### config.mk
export PLATFORM = sky130hd
export DESIGN_NAME = msort_cmp
export DESIGN_NICKNAME = d
export VERILOG_FILES = /design/src/hw/rtl/msort_pkg.sv /design/src/hw/rtl/msort_cmp.sv
export SDC_FILE = /design/constraint.sdc
export NUM_CORES = 1
export LEC_CHECK = 0
export BUFFER_PORTS_ARGS = -buffer_cell sky130_fd_sc_hd__buf_4
export CORE_MARGIN = 5
export CORE_UTILIZATION = 44
export DETAILED_ROUTE_END_ITERATION = 8
export GPL_TIMING_DRIVEN = 0
export PLACE_DENSITY = 0.92
export SETUP_SLACK_MARGIN = 0.5
export SLEW_MARGIN = 20
export SYNTH_ARGS = -nofsm -noshare
export SYNTH_HDL_FRONTEND = slang
export SYNTH_SLANG_ARGS = --single-unit
export TNS_END_PERCENT = 30
### constraint.sdc
create_clock -name vclk -period 2.9
set_input_delay 0.145 -clock vclk [all_inputs]
set_output_delay 0.145 -clock vclk [all_outputs]
set_load 0.005 [all_outputs]
### src/hw/rtl/msort_pkg.sv
// Shared types and constants for the merge sort engine.
// No dependencies; imported by msort_cmp, merge_sort_engine_core and msort_chk.
package msort_pkg;

  localparam int CAPACITY   = 64;
  localparam int DATA_WIDTH = 32;
  localparam int ADDR_W     = $clog2(CAPACITY);
  localparam int CNT_W      = $clog2(CAPACITY + 1);
  localparam int SUM_W      = CNT_W + 1;

  typedef logic [DATA_WIDTH-1:0] word_t;

  typedef struct packed {
    logic signed [DATA_WIDTH-1:0] value_in;
    logic                         last_in;
  } in_req_t;

  typedef struct packed {
    logic signed [DATA_WIDTH-1:0] value_out;
    logic                         last_out;
    logic                         overflow;
  } out_req_t;

  // which run heads still hold unread elements
  typedef struct packed {
    logic a_live;
    logic b_live;
  } heads_t;

endpackage

### src/hw/rtl/msort_cmp.sv
// Shared compare/select unit: picks the next element of a two-run merge.
// Depends on msort_pkg.
module msort_cmp
  import msort_pkg::*;
(
  input  word_t  head_a,
  input  word_t  head_b,
  input  heads_t heads,
  output logic   take_a,
  output word_t  pick
);

  logic a_le_b;

  // ties go to run A, which was loaded earlier: keeps the sort stable
  assign a_le_b = $signed(head_a) <= $signed(head_b);
  assign take_a = heads.a_live && (!heads.b_live || a_le_b);
  assign pick   = take_a ? head_a : head_b;

endmodule

Yosys cells after proc, flatten, opt, wreduce, memory -nomap -nowiden
Index checks and enable logic that the tools add are counted.
{"block": "classes", "addsub": 0, "n_mul": 0, "n_div": 0, "order_cmp": 1, "n_eq_ne": 0, "shifts": 0, "mux": 1, "n_bitwise": 0, "n_reduce_logical": 3}
{"op": "32-bit less-or-equal comparator", "n": 1}
{"op": "32-bit 2-to-1 mux", "n": 1}
{"op": "1-bit logical AND", "n": 1}
{"op": "1-bit zero test", "n": 1}
{"op": "1-bit logical OR", "n": 1}
{"block": "totals", "regBits": 0, "latchBits": 0, "ram_bits": 0, "mem_bits_ro": 0, "inputBits": 66, "out_inout_bits": 33, "word_cells": 5, "mem_count": 0}

Depth between registers and ports, before layout
Gate-level depths: netlist of the first run.
{"block": "logic_depth", "word_depth": 4, "ltp_mapped": 10, "ltp_nobuf": 9}

Least setup slack after synthesis of the first run
No wires, ideal clock.
{"block": "synth_timing", "path_kind": "input to output", "start": "input port head_b[30]", "end": "output port pick[10]", "arrival_time_ps": 2038, "required_ps": 2755, "setup_slack_ps": 717, "cell_stages": 10, "n_path_buf": 1, "path_cell_list": "inv_1 ha_1 a21oi_1 nand2_1 a221o_1 a211oi_2 and4_4 o21a_4 buf_12 mux2_4"}
{"block": "synth_between", "elab_chain_cells": 4}
{"item": "start: declaration", "line": "msort_cmp.sv:7", "text": "input word_t head_b,"}
{"item": "32-bit less-or-equal comparator", "line": "msort_cmp.sv:16", "text": "assign a_le_b = $signed(head_a) <= $signed(head_b);"}
{"item": "1-bit logical OR", "line": "msort_cmp.sv:17", "text": "assign take_a = heads.a_live && (!heads.b_live || a_le_b);"}
{"item": "1-bit logical AND", "line": "msort_cmp.sv:17"}
{"item": "32-bit 2-to-1 mux", "line": "msort_cmp.sv:18", "text": "assign pick = take_a ? head_a : head_b;"}
{"item": "end: declaration", "line": "msort_cmp.sv:10", "text": "output word_t pick"}
Every way passes these cells.

Final worst setup path of the first run
{"block": "layout_timing", "start": "input port head_b[23]", "end": "output port pick[26]"}
Same word-level chain as after synthesis.

==> summary.md, run 1 <==
| Metric | Value |
|---|---|
| Clkbuf count | `0` |
| Largest stage delay, worst path | `0.34 ns` |
| Worst path bufs/invs | `5` |
| Share of the synthesized area in the top cell type | `0.314` |
| WL/cell | `between 20 and 25 um` |
| Final Util | `0.931` |
| Die Ht | `66.1 um` |
| Worst Path Arrival | `between 2 and 3 ns` |
| Design area | `0.00282 mm^2` |
| Buffers on Ports | `99` |
| Placed insts | `297` |
| Die width | `between 60 and 70 um` |
| Actual slew at the worst max-slew pin | `0.317 ns` |
| # DRC | `0` |
| Grt ovf | `0` |
| Nets@finish | `374` |
| Die area | `between 0.004 and 0.005 mm^2` |
| RSZ-0062 raised after global routing | `yes` |
| Dpl ws | `0.267 ns` |
| Met1 Track Usage GR | `0.215` |
| Post-Route WL | `about 7400 um` |
| Top delay family on crit path | `compound AO/OA/AOI/OAI gates` |
| Crit path max-delay cell type | `a221o_1` |
| Largest net degree at the start of global routing | `11` |
| Leakage Power | `around 1.4 nW` |
| Mean post-synth cell area | `9.00 um^2` |
| Max IR drop VDD | `0.136 mV` |
| Seq. cell area | `0 um^2` |
| GR Util met3 | `0.0425` |
| Vias in the first global route | `1956` |
| MaxCap Viol Count | `0` |
| Num rows | `20` |
| Initial Util | `0.458` |
| Core Area | `0.00303 mm^2` |
| Power Dens Cells | `203 mW/mm^2` |
| Gr usage total | `0.271` |
| Min cycle time layout | `around 2.8 ns` |
| Worst path required time | `2.76 ns` |
| Synth area leaders | `mux2_4, ha_1, inv_1` |
| Hold Path Sink | `pick[18]` |
| Remaining antenna violation count | `0` |
| Hold WC Path Type | `in2out` |
| CP Capture Type | `output pin` |
| FF+latch count | `0` |
| Antenna cell count | `0` |
| Fin crit share | `0.960` |
| Synth cell types | `27` |
| 1st-iter DRT viols | `around 140` |
| DR vias | `1884` |
| Max-slew headroom | `0.787` |
| HPWL after detailed placement | `between 3000 and 4000 um` |
| YS warnings | `0` |
| Crit path max fanout | `6` |
| Fillers | `109` |
| Initial antenna violation count | `0` |
| Setup-failing EPs final | `0` |
| Post-route setup TNS | `0 ns` |
| Synth Instances | `154` |
| Worst path cell trace | `buf_4 -> inv_2 -> ha_4 -> a21oi_1 -> o21ai_1 -> a221o_1 -> a211oi_2 -> and4_4 -> o21a_4 -> buf_12 -> clkbuf_16 -> mux2_4 -> buf_6` |
| HP Start | `head_b[18]` |
| Post-synth top area cell | `mux2_4` |
| Syn Nets | `252` |
| F_max | `359 MHz` |
| Global-route wire length before repair | `9070 um` |
| # IOs | `~100` |
| Area after DPL | `approximately 0.0022 mm^2` |
| Met2 Track Usage GR | `0.601` |
| Endpoints failing hold | `0` |
| Layout cell share with drive strength beyond 1 | `0.701` |
| Gp weighted congestion | `~0.74` |
| Area grow syn2layout | `103%` |
| First-pass DRT Iterations | `4` |
| WS Path Type | `in2out` |
| Fin. max-slew vios | `0` |
| Register area share after synthesis | `0` |
| Startpoint types | `input port` |
| Status | `completed` |
| Most crowded layer after global routing | `met2` |
| PnR worst setup slack | `between 0.1 and 0.15 ns` |
| Post-synth design cell area | `0.00139 mm^2` |
| Via/cell ratio | `~6` |
| Hold path depth | `3` |
| Final Non-Filler Cells | `318` |
-- tightest hold or removal path, stage by stage --
cell and delay [ns]:
buf_6 0.07, mux2_4 0.12, buf_4 0.10
-- area by class of cell --
class | instances | area [um^2] | share of cell area
multi-input combinational | 119 | 1420 | 0.505
tap | 44 | 55.1 | 0.0195
inverter | 32 | 138 | 0.0488
buffer | 3 | 60.1 | 0.0213
timing repair buffer | 120 | 1140 | 0.405
-- logic make-up after synthesis --
logic type               count (synthesis)  synth area share
AO/OA/AOI/OAI                           27             0.134
adder cells (fa/ha/maj)                 32             0.289
AND/OR/NAND/NOR                         29             0.117
multiplexers                            31             0.330
buffers and inverters                   35             0.130
-- per-layer routing --
metal,wire (um),vias to the layer above
li1,-,799
met1,2360,922
met2,4070,117
met3,479,46
met4,538,0
met5,0,-
-- how the worst max path moves through the flow --
stage               startpoint  endpoint  slack, ns  cells after the start
global placement    head_a[19]  pick[20]       0.29                     10
finish              head_b[23]  pick[26]       0.11                     13
floorplan           head_b[30]  pick[10]       0.72                     10
CTS                 head_b[19]  pick[16]       0.35                     12
detailed placement  head_a[19]   pick[7]       0.27                     10
global route        head_b[23]  pick[26]       0.08                     13
-- synthesized netlist by cell type, types with 2 or more instances --
cell type and count:
nand3_1 5, o211ai_1 2, o21ai_0 2, mux2_2 2
nand4_1 7, inv_1 32, a21boi_0 2, nand2_1 5
mux2_4 29, ha_1 32, nor2_1 4, nor3_1 2
a21oi_1 13, buf_12 3, nor2b_1 2
-- per-stage QoR --
stage / hold slack [ns] / total power, mW
floorplan: 0.406 / 0.206
global placement: 0.591 / 0.374
detailed placement: 0.590 / 0.388
CTS: 0.587 / 0.479
global route: 0.593 / 0.596
finish: 0.585 / 0.571
-- report_power, final --
| part | total [mW] | internal (mW) | switching [mW] |
|---|---|---|---|
| Clock | 0 | 0 | 0 |
| Combinational | 0.571 | 0.349 | 0.222 |
| Sequential | 0 | 0 | 0 |
-- cell usage in the layout (no fill, tap or decap), drive strengths merged --
cell,n
a2111o,1
a211oi,1
a21boi,2
a21o,1
a21oi,13
a221o,1
and3,2
and4,1
buf,122
clkbuf,1
ha,32
inv,32
mux2,31
nand2,5
nand3,5
nand4,7
nor2,4
nor2b,2
nor3,2
nor4,1
o211ai,2
o21a,2
o21ai,2
o311ai,1
o31ai,1
-- timing repair --
item | 4_1_cts | 5_1_grt
pin swaps | 13 | 11
gates cloned | 2 | 1
buffers inserted | 12 | 6
hold buffers | 0 | 0
setup endpoints to repair | 32 | 33
resized for setup | 57 | 31
hold endpoints to repair | 0 | 0
Power figures use the tool's default switching activity.
==> run 2: changes to the inputs <==
ABC_AREA = 0   (was unset)
BUFFER_PORTS_ARGS = -buffer_cell sky130_fd_sc_hd__buf_2   (was -buffer_cell sky130_fd_sc_hd__buf_4)
CORE_MARGIN = 4   (was 5)
==> summary.md, run 2 (synthesis gave the netlist of run 1 again) <==
| Metric | Value |
|---|---|
| Vias in the first global route | `1680 (-14%)` |
| Crit path max-delay cell type | `nor4_4` |
| P_sw | `0.177 mW (-20%)` |
| Clkbuf count | `0 (unchanged)` |
| Area grow syn2layout | `76.1%` |
| Initial Util | `0.458 (unchanged)` |
| Hold buffer count at cts | `0 (unchanged)` |
| Power share of the sequential group | `0 (unchanged)` |
| Worst Path Arrival | `2.57 ns (-0.07 ns)` |
| Die width | `64.1 um (-3.0%)` |
| Layout cell share with drive strength beyond 1 | `0.664 (-0.0365)` |
| Grt ovf | `0 (unchanged)` |
| Die area | `0.00411 mm^2 (-6.0%)` |
| Post-route setup TNS | `0 ns (unchanged)` |
| Switch share | `0.399 (+0.0105)` |
| # IOs | `99 (unchanged)` |
| First-pass DRT Iterations | `4 (unchanged)` |
| Startpoint types | `input port` |
| MaxCap Viol Count | `0 (unchanged)` |
| Commonest non-fill, non-tap cell in the layout | `buf_2` |
| Endpoints failing hold | `0 (unchanged)` |
| Buffers on Ports | `99 (unchanged)` |
| WL/cell | `16.2 um (-31%)` |
| Area after DPL | `0.00194 mm^2 (-11%)` |
| DR vias | `1666 (-12%)` |
| RSZ-0062 raised after global routing | `yes` |
| Num rows | `20 (unchanged)` |
| Die Ht | `64.1 um (-3.0%)` |
| Final Non-Filler Cells | `315 (-0.94%)` |
| Design area | `0.00244 mm^2 (-13%)` |
| Setup-failing EPs final | `0 (unchanged)` |
| F_max | `368 MHz (+2.5%)` |
| Fin. max-slew vios | `0 (unchanged)` |
| Max IR drop VDD | `0.114 mV (-17%)` |
| Largest net degree at the start of global routing | `11 (unchanged)` |
| 1st-iter DRT viols | `45 (-69%)` |
| Nets@finish | `371 (-0.80%)` |
| Fin crit share | `0.937 (-0.0232)` |
| Leakage Power | `1.33 nW (-8.2%)` |
| WS Path Type | `in2out` |
| Actual slew at the worst max-slew pin | `0.411 ns (+0.0943 ns)` |
| Comb power frac | `1.000 (about the same)` |
| Initial antenna violation count | `0 (unchanged)` |
| Max-slew headroom | `0.724 (-0.0634)` |
| Part of the power in the clock network | `0 (unchanged)` |
| Int Power | `0.267 mW (-24%)` |
| # DRC | `0 (unchanged)` |
| Crit path max fanout | `5 (-1)` |
| Final Util | `0.806 (-0.124)` |
| Seq. cell area | `0 um^2 (unchanged)` |
| Antenna cell count | `0 (unchanged)` |
| Min cycle time layout | `2.72 ns (-0.0674 ns)` |
| Worst path cell trace | `buf_8 -> inv_4 -> ha_4 -> nand4_1 -> buf_4 -> nor4_4 -> o311ai_1 -> and4_4 -> o21a_4 -> buf_12 -> buf_16 -> mux2_4 -> buf_6` |
| Gr usage total | `0.199 (-0.0715)` |
| Gp weighted congestion | `0.757 (+1.9%)` |
| Global-route wire length before repair | `6830 um (-25%)` |
| Top delay family on crit path | `simple AND/OR/NAND/NOR gates` |
| Worst path required time | `2.76 ns (about the same)` |
| Remaining antenna violation count | `0 (unchanged)` |
| Via/cell ratio | `5.29 (-11%)` |
| Largest stage delay, worst path | `0.32 ns (-0.02 ns)` |
| Post-Route WL | `5100 um (-32%)` |
| CP Capture Type | `output pin` |
| Core Area | `0.00303 mm^2 (unchanged)` |
| Hold WC Path Type | `in2out` |
| Status | `completed` |
| FF+latch count | `0 (unchanged)` |
| HPWL after detailed placement | `3350 um (-12%)` |
| Power Dens Cells | `182 mW/mm^2 (-10%)` |
| Commonest cells after routing, fill and taps aside | `buf_2, mux2_4, inv_1` |
| Placed insts | `297 (unchanged)` |
| Worst path bufs/invs | `6 (+1)` |
## run 2: routing by layer
metal  up-vias  global-route usage  part of all wire
li1        791                   -                 -
met3        20              0.0228             0.049
met4         0              0.0475             0.053
met1       781               0.194              0.32
met5         -                   0                 0
met2        74               0.427              0.57
## run 2: final timing paths
kind              cells past startpoint  startpoint  slack, ns        to
setup / recovery                     13  head_b[30]       0.18   pick[5]
hold / removal                        3  head_b[25]       0.58  pick[25]
## run 2: final cells by class
| class | instances | area (um^2) |
|---|---|---|
| Tap cell | 44 | 55.1 |
| Timing Repair Buffer | 117 | 817 |
| Buffer | 3 | 60.1 |
| Inverter | 32 | 130 |
| Fill cell | 210 | 587 |
| Multi-Input combinational cell | 119 | 1380 |
## run 2: what timing repair did
action,in CTS,in global routing
setup endpoints to repair,32,32
gates resized for setup,35,28
cloned,1,0
pin swaps,14,10
buffers inserted,12,5
## run 2: power by group through the flow
| stage | clock network (mW) | registers (mW) | logic, mW |
|---|---|---|---|
| after floorplan | 0 | 0 | 0.206 |
| after global placement | 0 | 0 | 0.321 |
| after detailed placement | 0 | 0 | 0.334 |
| after CTS | 0 | 0 | 0.400 |
| after global routing | 0 | 0 | 0.479 |
| final | 0 | 0 | 0.444 |
## run 2: stage by stage
step | setup slack, ns | hold WS, ns | total power [mW]
after floorplan | 0.717 | 0.406 | 0.206
after global placement | 0.263 | 0.596 | 0.321
after detailed placement | 0.258 | 0.598 | 0.334
after CTS | 0.313 | 0.598 | 0.400
after global routing | 0.0935 | 0.598 | 0.479
final | 0.182 | 0.583 | 0.444
